**config.mk**
```make
export PLATFORM = sky130hd
export DESIGN_NAME = ordered_list_engine
export DESIGN_NICKNAME = d
export VERILOG_FILES = /design/src/rtl/ole_pkg.sv /design/src/rtl/ordered_list_engine.sv /design/src/rtl/ole_ram.sv /design/src/rtl/ole_dp.sv /design/src/rtl/ole_ctrl.sv
export SDC_FILE = /design/constraint.sdc
export NUM_CORES = 2
export LEC_CHECK = 0
export ABC_AREA = 1
export BUFFER_PORTS_ARGS = -buffer_cell sky130_fd_sc_hd__buf_2
export CAP_MARGIN = 10
export CORE_AREA = 2 2 341 309
export DETAILED_ROUTE_END_ITERATION = 7
export DIE_AREA = 0 0 343 311
export HOLD_SLACK_MARGIN = 0.03
export PLACE_DENSITY = 0.71
export SYNTH_ARGS = -nofsm -noshare
export SYNTH_HDL_FRONTEND = slang
export SYNTH_SLANG_ARGS = --single-unit
```
**constraint.sdc**
```tcl
create_clock -name clock -period 12.95 [get_ports clock]
set_clock_uncertainty 0.05 [all_clocks]
set_input_delay 1.295 -clock clock [delete_from_list [all_inputs] [get_ports clock]]
set_output_delay 1.295 -clock clock [all_outputs]
set_load 0.005 [all_outputs]
```
**src/rtl/ole_pkg.sv**
```systemverilog
// Shared types, codes and sizes of the ordered list engine.
package ole_pkg;

   localparam int CAPACITY_DEF = 32;
   localparam int VALUE_W = 32;
   localparam int KIND_W = 2;
   localparam int STATUS_W = 2;

   // Request kinds.
   typedef enum logic [KIND_W-1:0] {
      KIND_PUSH   = 2'd0,
      KIND_INSERT = 2'd1,
      KIND_POP    = 2'd2,
      KIND_SEARCH = 2'd3
   } kind_type;

   // Result status codes.
   localparam logic [STATUS_W-1:0] STAT_DONE  = 2'd0;
   localparam logic [STATUS_W-1:0] STAT_FULL  = 2'd1;
   localparam logic [STATUS_W-1:0] STAT_EMPTY = 2'd2;

   // Commands from the controller to the datapath.
   typedef struct packed {
      logic load;
      logic set_full;
      logic set_empty;
      logic scan_start;
      logic scan_step;
      logic find_take;
      logic pos_zero;
      logic up_start;
      logic up_read;
      logic up_write;
      logic up_final;
      logic down_start;
      logic down_read;
      logic down_write;
      logic down_final;
      logic rsp_load;
   } cmd_type;

   // Status from the datapath to the controller.
   typedef struct packed {
      kind_type kind;
      logic     full;
      logic     empty;
      logic     pend_hit;
      logic     scan_end;
      logic     j_gt_pos;
      logic     j_lt_occ;
      logic     rsp_free;
   } stat_type;

endpackage

```
**src/rtl/ordered_list_engine.sv**
```systemverilog
// Top level of the ordered list engine: controller, datapath and entry memory.
//
//   channel  direction  contents
//   req      in         tuser = kind, tdata = value
//   rsp      out        tdata = status, found, entry count, min, max
//
// Each request ends with a pass over the entries that finds the minimum and
// maximum, and then with the result. A push, insert or pop also moves entries,
// and every move reads and then writes the entry memory, which has one write
// port and one read port with registered read data; an insert or a search
// first scans the entries front to back. Reset clears the count and the
// handshakes; memory contents are not cleared. A stalled result waits in its
// register, and the next request is taken once the current one has been
// handed to that register.
module ordered_list_engine #(
   parameter int CAPACITY = ole_pkg::CAPACITY_DEF,
   parameter int CW = $clog2(CAPACITY + 1),
   parameter int RSP_W = ((ole_pkg::STATUS_W + 1 + CW + 2 * ole_pkg::VALUE_W + 7) / 8) * 8
) (
   input  logic                            clock,
   input  logic                            reset,
   input  logic                            req_tvalid,
   output logic                            req_tready,
   input  logic [ole_pkg::VALUE_W-1:0]     req_tdata,   // value
   input  logic [ole_pkg::KIND_W-1:0]      req_tuser,   // kind
   output logic                            rsp_tvalid,
   input  logic                            rsp_tready,
   output logic [RSP_W-1:0]                rsp_tdata    // status, found, count, min, max
);

   ole_pkg::cmd_type  cmd;
   ole_pkg::stat_type stat;

   ole_ctrl u_ctrl (
      .clock      (clock),
      .reset      (reset),
      .req_tvalid (req_tvalid),
      .req_tready (req_tready),
      .req_kind   (req_tuser),
      .stat       (stat),
      .cmd        (cmd)
   );

   ole_dp #(
      .CAPACITY (CAPACITY),
      .CW       (CW),
      .RSP_W    (RSP_W)
   ) u_dp (
      .clock      (clock),
      .reset      (reset),
      .cmd        (cmd),
      .stat       (stat),
      .req_kind   (req_tuser),
      .req_value  (req_tdata),
      .rsp_tvalid (rsp_tvalid),
      .rsp_tready (rsp_tready),
      .rsp_tdata  (rsp_tdata)
   );

endmodule

```
**src/rtl/ole_ram.sv**
```systemverilog
// Generic single-write, single-read RAM with registered read data.
module ole_ram #(
   parameter int WIDTH = 32,
   parameter int DEPTH = 32
) (
   input  logic                     clock,
   input  logic                     wr_en,
   input  logic [$clog2(DEPTH)-1:0] wr_addr,
   input  logic [WIDTH-1:0]         wr_data,
   input  logic [$clog2(DEPTH)-1:0] rd_addr,
   output logic [WIDTH-1:0]         rd_data
);

   logic [WIDTH-1:0] mem_ff [DEPTH];
   logic [WIDTH-1:0] rd_data_ff;

   // Write port and registered read port.
   always_ff @(posedge clock) begin
      if (wr_en) begin
         mem_ff[wr_addr] <= wr_data;
      end
      rd_data_ff <= mem_ff[rd_addr];
   end

   assign rd_data = rd_data_ff;

endmodule

```
**src/rtl/ole_dp.sv**
```systemverilog
// Datapath: entry memory, counters, compares, extremes and result register.
module ole_dp #(
   parameter int CAPACITY = ole_pkg::CAPACITY_DEF,
   parameter int CW = $clog2(CAPACITY + 1),
   parameter int RSP_W = ((ole_pkg::STATUS_W + 1 + CW + 2 * ole_pkg::VALUE_W + 7) / 8) * 8
) (
   input  logic                             clock,
   input  logic                             reset,
   input  ole_pkg::cmd_type                 cmd,
   output ole_pkg::stat_type                stat,
   input  logic [ole_pkg::KIND_W-1:0]       req_kind,
   input  logic [ole_pkg::VALUE_W-1:0]      req_value,
   output logic                             rsp_tvalid,
   input  logic                             rsp_tready,
   output logic [RSP_W-1:0]                 rsp_tdata
);

   localparam int AW = $clog2(CAPACITY);
   localparam logic [CW-1:0] FULL_COUNT = CW'(CAPACITY);

   ole_pkg::kind_type                   kind_ff, kind_in;
   logic signed [ole_pkg::VALUE_W-1:0]  value_ff, value_in;
   logic [ole_pkg::STATUS_W-1:0]        status_ff, status_in;
   logic                                found_ff, found_in;
   logic [CW-1:0]                       occ_ff, occ_in;
   logic [CW-1:0]                       idx_ff, idx_in;
   logic [CW-1:0]                       j_ff, j_in;
   logic [CW-1:0]                       pos_ff, pos_in;
   logic                                pend_ff, pend_in;
   logic [AW-1:0]                       pend_idx_ff, pend_idx_in;
   logic                                first_ff, first_in;
   logic signed [ole_pkg::VALUE_W-1:0]  lo_ff, lo_in, hi_ff, hi_in;
   logic                                rsp_valid_ff, rsp_valid_in;
   logic [ole_pkg::STATUS_W-1:0]        rsp_status_ff;
   logic                                rsp_found_ff;
   logic [CW-1:0]                       rsp_count_ff;
   logic signed [ole_pkg::VALUE_W-1:0]  rsp_lo_ff, rsp_hi_ff;

   logic                                wr_en;
   logic [AW-1:0]                       wr_addr, rd_addr;
   logic [ole_pkg::VALUE_W-1:0]         wr_data, rd_raw;
   logic signed [ole_pkg::VALUE_W-1:0]  rd_data;
   logic                                hit_cmp;
   logic [CW-1:0]                       j_dec;

   ole_ram #(
      .WIDTH (ole_pkg::VALUE_W),
      .DEPTH (CAPACITY)
   ) u_ram (
      .clock   (clock),
      .wr_en   (wr_en),
      .wr_addr (wr_addr),
      .wr_data (wr_data),
      .rd_addr (rd_addr),
      .rd_data (rd_raw)
   );

   assign rd_data = $signed(rd_raw);
   assign j_dec = j_ff - CW'(1);

   // Compare of the word read last cycle against the request value.
   always_comb begin
      if (kind_ff == ole_pkg::KIND_INSERT) begin
         hit_cmp = (rd_data >= value_ff);
      end else begin
         hit_cmp = (rd_data == value_ff);
      end
   end

   // Memory port selection.
   always_comb begin
      if (cmd.up_read) begin
         rd_addr = j_dec[AW-1:0];
      end else if (cmd.down_read) begin
         rd_addr = j_ff[AW-1:0];
      end else begin
         rd_addr = idx_ff[AW-1:0];
      end
      wr_en = cmd.up_write | cmd.up_final | cmd.down_write;
      if (cmd.up_final) begin
         wr_addr = pos_ff[AW-1:0];
         wr_data = value_ff;
      end else if (cmd.down_write) begin
         wr_addr = j_dec[AW-1:0];
         wr_data = rd_raw;
      end else begin
         wr_addr = j_ff[AW-1:0];
         wr_data = rd_raw;
      end
   end

   // Next-state logic of the datapath registers.
   always_comb begin
      kind_in      = kind_ff;
      value_in     = value_ff;
      status_in    = status_ff;
      found_in     = found_ff;
      occ_in       = occ_ff;
      idx_in       = idx_ff;
      j_in         = j_ff;
      pos_in       = pos_ff;
      pend_in      = pend_ff;
      pend_idx_in  = pend_idx_ff;
      first_in     = first_ff;
      lo_in        = lo_ff;
      hi_in        = hi_ff;
      rsp_valid_in = rsp_valid_ff;

      if (cmd.load) begin
         kind_in   = ole_pkg::kind_type'(req_kind);
         value_in  = $signed(req_value);
         status_in = ole_pkg::STAT_DONE;
         found_in  = 1'b0;
      end
      if (cmd.set_full) begin
         status_in = ole_pkg::STAT_FULL;
      end
      if (cmd.set_empty) begin
         status_in = ole_pkg::STAT_EMPTY;
      end
      if (cmd.pos_zero) begin
         pos_in = '0;
      end

      // Scan: issue one read per cycle, look at the word issued before.
      if (cmd.scan_step) begin
         pend_in = 1'b0;
         if (idx_ff < occ_ff) begin
            pend_in     = 1'b1;
            pend_idx_in = idx_ff[AW-1:0];
            idx_in      = idx_ff + CW'(1);
         end
         if (pend_ff) begin
            first_in = 1'b0;
            if (first_ff || rd_data < lo_ff) begin
               lo_in = rd_data;
            end
            if (first_ff || rd_data > hi_ff) begin
               hi_in = rd_data;
            end
         end
      end
      if (cmd.scan_start) begin
         idx_in   = '0;
         pend_in  = 1'b0;
         first_in = 1'b1;
         lo_in    = '0;
         hi_in    = '0;
      end

      if (cmd.find_take) begin
         if (pend_ff && hit_cmp) begin
            pos_in   = CW'(pend_idx_ff);
            found_in = (kind_ff == ole_pkg::KIND_SEARCH);
         end else begin
            pos_in = occ_ff;
         end
      end

      // Shift steps.
      if (cmd.up_start) begin
         j_in = occ_ff;
      end
      if (cmd.up_write) begin
         j_in = j_dec;
      end
      if (cmd.up_final) begin
         occ_in = occ_ff + CW'(1);
      end
      if (cmd.down_start) begin
         j_in = CW'(1);
      end
      if (cmd.down_write) begin
         j_in = j_ff + CW'(1);
      end
      if (cmd.down_final) begin
         occ_in = occ_ff - CW'(1);
      end

      // Result register handshake.
      if (rsp_valid_ff && rsp_tready) begin
         rsp_valid_in = 1'b0;
      end
      if (cmd.rsp_load) begin
         rsp_valid_in = 1'b1;
      end
   end

   // Control registers.
   always_ff @(posedge clock) begin
      if (reset) begin
         occ_ff       <= '0;
         rsp_valid_ff <= 1'b0;
         pend_ff      <= 1'b0;
      end else begin
         occ_ff       <= occ_in;
         rsp_valid_ff <= rsp_valid_in;
         pend_ff      <= pend_in;
      end
   end

   // Payload registers.
   always_ff @(posedge clock) begin
      kind_ff     <= kind_in;
      value_ff    <= value_in;
      status_ff   <= status_in;
      found_ff    <= found_in;
      idx_ff      <= idx_in;
      j_ff        <= j_in;
      pos_ff      <= pos_in;
      pend_idx_ff <= pend_idx_in;
      first_ff    <= first_in;
      lo_ff       <= lo_in;
      hi_ff       <= hi_in;
      if (cmd.rsp_load) begin
         rsp_status_ff <= status_ff;
         rsp_found_ff  <= found_ff;
         rsp_count_ff  <= occ_ff;
         rsp_lo_ff     <= lo_ff;
         rsp_hi_ff     <= hi_ff;
      end
   end

   // Status toward the controller.
   always_comb begin
      stat.kind     = kind_ff;
      stat.full     = (occ_ff == FULL_COUNT);
      stat.empty    = (occ_ff == '0);
      stat.pend_hit = pend_ff && hit_cmp;
      stat.scan_end = !pend_ff && (idx_ff >= occ_ff);
      stat.j_gt_pos = (j_ff > pos_ff);
      stat.j_lt_occ = (j_ff < occ_ff);
      stat.rsp_free = !rsp_valid_ff || rsp_tready;
   end

   assign rsp_tvalid = rsp_valid_ff;
   assign rsp_tdata  = RSP_W'({rsp_hi_ff, rsp_lo_ff, rsp_count_ff, rsp_found_ff, rsp_status_ff});

endmodule

```
**src/rtl/ole_ctrl.sv**
```systemverilog
// Controller: sequences scans and shifts of one request at a time.
module ole_ctrl (
   input  logic                        clock,
   input  logic                        reset,
   input  logic                        req_tvalid,
   output logic                        req_tready,
   input  logic [ole_pkg::KIND_W-1:0]  req_kind,
   input  ole_pkg::stat_type           stat,
   output ole_pkg::cmd_type            cmd
);

   typedef enum logic [7:0] {
      ST_IDLE   = 8'b00000001,
      ST_FIND   = 8'b00000010,
      ST_UP_RD  = 8'b00000100,
      ST_UP_WR  = 8'b00001000,
      ST_DN_RD  = 8'b00010000,
      ST_DN_WR  = 8'b00100000,
      ST_MINMAX = 8'b01000000,
      ST_DONE   = 8'b10000000
   } state_type;

   state_type state_ff, state_in;
   ole_pkg::kind_type kind;

   assign kind = ole_pkg::kind_type'(req_kind);
   assign req_tready = (state_ff == ST_IDLE);

   // State transitions and commands.
   always_comb begin
      state_in = state_ff;
      cmd      = '0;
      case (state_ff)
         ST_IDLE: begin
            if (req_tvalid) begin
               cmd.load = 1'b1;
               if ((kind == ole_pkg::KIND_PUSH || kind == ole_pkg::KIND_INSERT) && stat.full) begin
                  cmd.set_full   = 1'b1;
                  cmd.scan_start = 1'b1;
                  state_in       = ST_MINMAX;
               end else if (kind == ole_pkg::KIND_POP && stat.empty) begin
                  cmd.set_empty  = 1'b1;
                  cmd.scan_start = 1'b1;
                  state_in       = ST_MINMAX;
               end else if (kind == ole_pkg::KIND_PUSH) begin
                  cmd.pos_zero = 1'b1;
                  cmd.up_start = 1'b1;
                  state_in     = ST_UP_RD;
               end else if (kind == ole_pkg::KIND_POP) begin
                  cmd.down_start = 1'b1;
                  state_in       = ST_DN_RD;
               end else begin
                  cmd.scan_start = 1'b1;
                  state_in       = ST_FIND;
               end
            end
         end
         ST_FIND: begin
            if (stat.pend_hit || stat.scan_end) begin
               cmd.find_take = 1'b1;
               if (stat.kind == ole_pkg::KIND_SEARCH) begin
                  cmd.scan_start = 1'b1;
                  state_in       = ST_MINMAX;
               end else begin
                  cmd.up_start = 1'b1;
                  state_in     = ST_UP_RD;
               end
            end else begin
               cmd.scan_step = 1'b1;
            end
         end
         ST_UP_RD: begin
            if (stat.j_gt_pos) begin
               cmd.up_read = 1'b1;
               state_in    = ST_UP_WR;
            end else begin
               cmd.up_final   = 1'b1;
               cmd.scan_start = 1'b1;
               state_in       = ST_MINMAX;
            end
         end
         ST_UP_WR: begin
            cmd.up_write = 1'b1;
            state_in     = ST_UP_RD;
         end
         ST_DN_RD: begin
            if (stat.j_lt_occ) begin
               cmd.down_read = 1'b1;
               state_in      = ST_DN_WR;
            end else begin
               cmd.down_final = 1'b1;
               cmd.scan_start = 1'b1;
               state_in       = ST_MINMAX;
            end
         end
         ST_DN_WR: begin
            cmd.down_write = 1'b1;
            state_in       = ST_DN_RD;
         end
         ST_MINMAX: begin
            if (stat.scan_end) begin
               state_in = ST_DONE;
            end else begin
               cmd.scan_step = 1'b1;
            end
         end
         ST_DONE: begin
            if (stat.rsp_free) begin
               cmd.rsp_load = 1'b1;
               state_in     = ST_IDLE;
            end
         end
         default: begin
            state_in = ST_IDLE;
         end
      endcase
   end

   always_ff @(posedge clock) begin
      if (reset) begin
         state_ff <= ST_IDLE;
      end else begin
         state_ff <= state_in;
      end
   end

endmodule

```
-- After elaboration in Yosys (flattened, before gate mapping)
Memories as Yosys holds them, arrays and structs flattened. A register that Yosys moved wholly into a read port is not among the register bits.
Cells that the tools add are included.
- add/sub/neg operators: 5
- $lt $le $gt $ge: 7
- eq/ne operators: 18
- mux-type cells: 80
- bitwise logic cells: 2
- reduce and logical (&&, ||, !) cells: 25
- operators with widths (operator ; count):
    $pmux 8 s8 ; 1
    $mux 6 ; 9
    $mux 8 ; 6
    $mux 1 ; 43
    $eq 32x32->1 ; 1
    $ge 32x32->1 ; 1
    $gt 32x32->1 ; 1
    $lt 32x32->1 ; 1
    $mux 32 ; 1
    $mux 5 ; 6
    $mux 7 ; 3
    $add 6x1->6 const B ; 3
    $lt 6x6->1 ; 2
    $mux 2 ; 6
    $sub 6x1->6 const B ; 2
    $eq 8x1->1 const B ; 1
    $eq 8x2->1 const B ; 1
    $eq 8x3->1 const B ; 1
    $eq 8x4->1 const B ; 1
    $eq 8x5->1 const B ; 1
    $eq 8x6->1 const B ; 1
    $eq 8x7->1 const B ; 1
    $eq 8x8->1 const B ; 1
    $reduce_bool 2->1 ; 4
    22 further kinds ; 39
- flip-flop bits (word level): 214
- bits in writable memories: 1024
- logic and storage cells: 158
- memories: 1
- memories (memory ; words ; width ; rd ports ; clocked after memory_dff ; write ports ; line ; text):
    u_dp.u_ram.mem_ff ; 32 ; 32 ; 1 ; 1 ; 1 ; ole_ram.sv:14 ; logic [WIDTH-1:0] mem_ff [DEPTH];

-- Logic depth before layout (Yosys ltp)
- depth after elaboration: 10
- mapped depth: 25

-- Hierarchy
From an unflattened synthesis, not the netlist that was laid out.
- cell total of the unflattened synthesis: 4943
- area total of the unflattened synthesis: 54519.8 µm²
- by module, submodules not included (module ; times used ; cells each ; area each (µm²) ; seq. area each (µm²)):
    ole_ram ; 1 ; 3536 ; 42405.7 ; 31390.1
    ole_dp ; 1 ; 1284 ; 11377.2 ; 5365.1
    ole_ctrl ; 1 ; 123 ; 737.0 ; 160.2

-- Worst setup path before layout
No wires, ideal clock.
- path type: in2reg
- start point: input port rsp_tready
- end point: register u_dp.rsp_count_ff[0] (enable)
- setup time: 504 ps
- arrival: 4401 ps
- required time: 12396 ps
- path slack: 7995 ps
- cell stages on the path: 2
- path buffers: 0
- cell sequence: nor2_1 nor2_1
- RTL lines (item ; line ; text):
    start: declaration ; ordered_list_engine.sv:27 ; input logic rsp_tready,
    end signal: assignment ; ole_dp.sv:218 ; rsp_count_ff <= occ_ff;
    end: declaration ; ole_dp.sv:36 ; logic [CW-1:0] rsp_count_ff;

-- Final worst setup path
- start point: register u_dp.j_ff[4]
- end point: register u_dp.u_ram.rd_data_ff[20] (netlist: u_dp.u_ram.rd_data[20]), read port of u_dp.u_ram.mem_ff
- word-level cells in the longest chain between the ends: 5
- elaborated cells on any way between the ends: 9
- RTL lines (item ; line ; text):
    start: declaration ; ole_dp.sv:27 ; logic [CW-1:0] j_ff, j_in;
    start signal: assignment ; ole_dp.sv:209 ; j_ff <= j_in;
    $lt 6x6->1 ; ole_dp.sv:232 ; stat.j_lt_occ = (j_ff < occ_ff);
    $mux 1 ; ole_ctrl.sv:87 ; if (stat.j_lt_occ) begin
    $mux 1 ; ole_ctrl.sv:33 ; case (state_ff)
    $mux 5 ; ole_dp.sv:74 ; end else if (cmd.down_read) begin
    $mux 5 (*) ; ole_dp.sv:72 ; if (cmd.up_read) begin
    end: declaration ; ole_ram.sv:15 ; logic [WIDTH-1:0] rd_data_ff;
Every way passes the cells marked *; elsewhere a longest branch is shown, timed or not.
A chain may end at the register's enable or synchronous reset.

==> impl_metrics.csv <==
group,metric,value,unit
yosys,synthDistinctLibCells,45,
timing,setup_violations,0,
timing,relSlewSlack,13.7,%
timing,fin_crit_sh,45.4,%
worst_hold_path,min_delay_path_depth,0,
yosys,ys_async_sr_fraction,0,%
pwr,p_per_area,146,nW/um2
timing,period_minus_slack,5.88,ns
worst_hold_path,min-delay-path-class,"reg2reg",
layout,area_growth,11.1,%
yosys,avgSynthCellArea,10.3,um2
detailed_routing,vias,39500,
setup_path,critPathRequiredTime,13.55,ns
detailed_routing,finalWirelength,154000,um
yosys,synthCells,5455,
cts,clk_path_buf_depth,3,
layout,fillCellCount,8223,
global_route,grt_max_degree,230,
layout,drive_gt1_share,8.43,%
yosys,yosysWarningCount,0,
pwr,power.leakage,26.2,nW
setup_path,worstSetupPathType,"reg2reg",
yosys,ys_top_cells_by_area,"edfxtp_1 61%, nand2_1 9.4%, nand3_1 7.5%",
global_route,grt_pass1_wl,231000,um
floorplan,num_rows,112,
placement,gp_congestion,0.892,
timing,worstMarginPinSlew,1.29,ns
cts,cts_tree,"done",
floorplan,io_pins,120,
global_route,first_global_vias,37600,
yosys,syn_area,56400,um2
yosys,synth_ff_type,"edfxtp_1",
timing,hold_viol,0,
setup_path,critPathMostFrequentCell,"nand2_1",
cts,clkSinkCount,1270,
floorplan,dieArea,107000,um2
setup_path,path_cells,"ha_1, nand2_1, nor2_1, o21ai_0, o211ai_1, nand2_1, nor2_4, inv_2, nand2_8, nand2_8, inv_8, buf_12, nand2_1, nand2_1, nand2_1, nand3_1, nand3_1, nand2_1, nand2_1, nand2_1",
cts,htreeDepth,3,
placement,port_buffers,112,
detailed_routing,drt_first_pass_iters,6,
timing,max_freq,170,MHz
timing,rsz0062_at_grt,"false",
detailed_routing,initialDrtViolationCount,5226,
detailed_routing,post_drt_wl_per_cell,22.1,um
yosys,ys_seq_elements,1270,
yosys,synth_top_area_share,61.1,%
cts,cts_hold_buf,0,
setup_path,path_max_fanout,206,
global_route,grt.overflow.total,0,
cts,post_cts_buffers,0,
cts,worstSkewPairLatency,0.72,ns
placement,dpl.hpwl,81800,um
setup_path,worst-r2r-cell-count,20,
detailed_routing,drt-vias-per-instance,5.66,
timing,drv_slew,0,
global_route,antenna_found_initial,0,
cts,path_clk_slew,0.06,ns
floorplan,die_h,311,um
setup_path,cp-start-kind,"flip-flop",
yosys,yosysTopAreaCell,"edfxtp_1",
layout,antennaDiodeCount,0,
detailed_routing,antenna_left,0,
setup_path,cp-end-kind,"flip-flop",
yosys,synth_edf_count,1148,
pwr,irDropWorstVdd,0.000121,V
job,max_cap_viol_count,0,
global_route,track_usage,28.8,%
timing,fin_tns_setup,0,ns
yosys,yosysSeqAreaShare,65.5,%
setup_path,slowest_delay,0.77,ns
detailed_routing,post-route-drc-count,0,
cts,numCtsBuffers,121,
setup_path,cp_slowest_cell,"buf_12",
cts,root_buffer,"clkbuf_16",
layout,final_util,60.8,%
outcome,status,"finished, final reports clean",
cts,cts_resized,0,
floorplan,core-area,103000,um2
floorplan,start_util,54.7,%
setup_path,cp.arrival,6.48,ns
layout,final_nets,5662,
floorplan,die_w,343,um
-- through the flow --
| step | cells | area, um2 | total power, mW | setup slack (ns) | hold WS, ns |
|---|---|---|---|---|---|
| 2_1_floorplan | 5461 | 56400 | 5.23 | 7.99 | 0.358 |
| 3_3_place_gp | 6743 | 58500 | 5.51 | 7.39 | 0.363 |
| 3_5_place_dp | 6743 | 58500 | 5.53 | 7.32 | 0.364 |
| 4_1_cts | 6970 | 62600 | 9.14 | 7.23 | 0.380 |
| 5_1_grt | 6976 | 62700 | 9.40 | 6.83 | 0.387 |
| 6_report | 6976 | 62700 | 9.14 | 7.07 | 0.380 |
-- path summary, 6_finish.rpt --
kind	slack (ns)	endpoint	from
worst min-delay path	0.38	u_dp.rsp_hi_ff[19]	u_dp.hi_ff[19]
worst min register to register	0.38	u_dp.rsp_hi_ff[19]	u_dp.hi_ff[19]
worst max-delay path	7.07	u_dp.u_ram.rd_data[20]	u_dp.j_ff[4]
worst max register to register	7.07	u_dp.u_ram.rd_data[20]	u_dp.j_ff[4]
-- cells in the final DEF (no fill, tap or decap), types with 4 or more instances in the layout --
master | Yosys | layout
inv_6 | 0 | 4
buf_4 | 25 | 71
clkbuf_8 | 0 | 9
conb_1 | 1 | 7
nand3_1 | 844 | 842
dfxtp_1 | 122 | 122
o21ai_2 | 1 | 32
buf_8 | 0 | 5
nand4_1 | 14 | 14
o21ai_0 | 79 | 46
clkinv_2 | 0 | 24
inv_1 | 854 | 853
nand3b_1 | 194 | 194
ha_1 | 119 | 119
clkinvlp_4 | 0 | 6
nor4_1 | 5 | 5
buf_2 | 138 | 112
a21oi_1 | 77 | 77
nand2_1 | 1407 | 1404
clkinv_1 | 1 | 12
nor3_1 | 12 | 12
o21a_1 | 6 | 6
clkbuf_1 | 78 | 29
nor2_4 | 1 | 35
bufinv_16 | 0 | 16
o211ai_1 | 42 | 42
buf_12 | 0 | 4
xor2_1 | 8 | 8
edfxtp_1 | 1148 | 1148
clkbuf_16 | 0 | 124
nor2_1 | 210 | 177
-- final cells by class --
cell class | count | area [um2] | area share, %
flip-flops and latches | 1270 | 36900 | 58.9
well taps | 1368 | 1710 | 2.73
clock inverters | 65 | 787 | 1.26
repair buffers | 193 | 1260 | 2.01
clock buffers | 162 | 3340 | 5.32
inverters | 860 | 3240 | 5.17
multi-input cells | 3058 | 15400 | 24.6
-- power by group --
part           internal [mW]  switching, mW
Combinational          0.196          0.583
Clock                   2.13           1.55
Sequential              4.62         0.0645
-- metal layers --
| layer | global-route usage, % | wire length (um) | up-vias |
|---|---|---|---|
| met3 | 4.80 | 16200 | 337 |
| li1 | - | - | 18200 |
| met4 | 10.9 | 6240 | 0 |
| met5 | 0 | 0 | - |
| met1 | 40.7 | 61700 | 18800 |
| met2 | 44.8 | 70000 | 2184 |
-- registers in the layout (all words and copies together) (netlist names) --
name and count:
u_dp.pend_idx_ff 5, u_dp.rsp_count_ff 6, u_dp.pos_ff 6, u_dp.idx_ff 6
u_dp.found_ff 1, u_dp.rsp_lo_ff 32, u_dp.first_ff 1, u_dp.u_ram.mem_ff 1024
u_dp.hi_ff 32, u_dp.u_ram.rd_data 32, u_dp.pend_ff 1, u_ctrl.state_ff 8
u_dp.occ_ff 6, u_dp.rsp_tvalid 1, u_dp.rsp_status_ff 2, u_dp.status_ff 2
u_dp.rsp_hi_ff 32, u_dp.j_ff 6, u_dp.value_ff 32, u_dp.kind_ff 2
u_dp.lo_ff 32, u_dp.rsp_found_ff 1
-- critical path, delay by kind of cell, from the launching register on --
| kind | cells | cell delay, ns |
|---|---|---|
| simple gates | 14 | 2.43 |
| buf+inv | 3 | 1.69 |
| flops | 1 | 0.53 |
| fa+ha+maj | 1 | 0.34 |
| compound gates | 2 | 0.21 |
-- synthesized netlist by cell type (all sizes together) (6+ instances only) --
cell / n
o21a: 6
nor4: 8
ha: 119
o211ai: 42
buf: 195
edfxtp: 1148
nand2: 1410
clkbuf: 78
a21oi: 78
xor2: 8
dfxtp: 122
nand3: 845
nor3: 12
nand4: 15
o21ai: 84
nor2: 215
nand3b: 194
inv: 859
-- logic make-up (layout without fill, tap and decap cells) --
group	after synthesis	count (layout)	share of synthesized area (%)
and+or+nand+nor	2700	2700	21.4
DFF	1270	1270	65.5
buffers and inverters	1133	1280	8.05
AOI/OAI and AO/OA	221	221	2.24
adders and majority gates	120	120	2.68
xor gates and xnor gates	10	10	0.155
other	1	7	0.00665
Note: power is estimated with default switching activity, not from simulation.
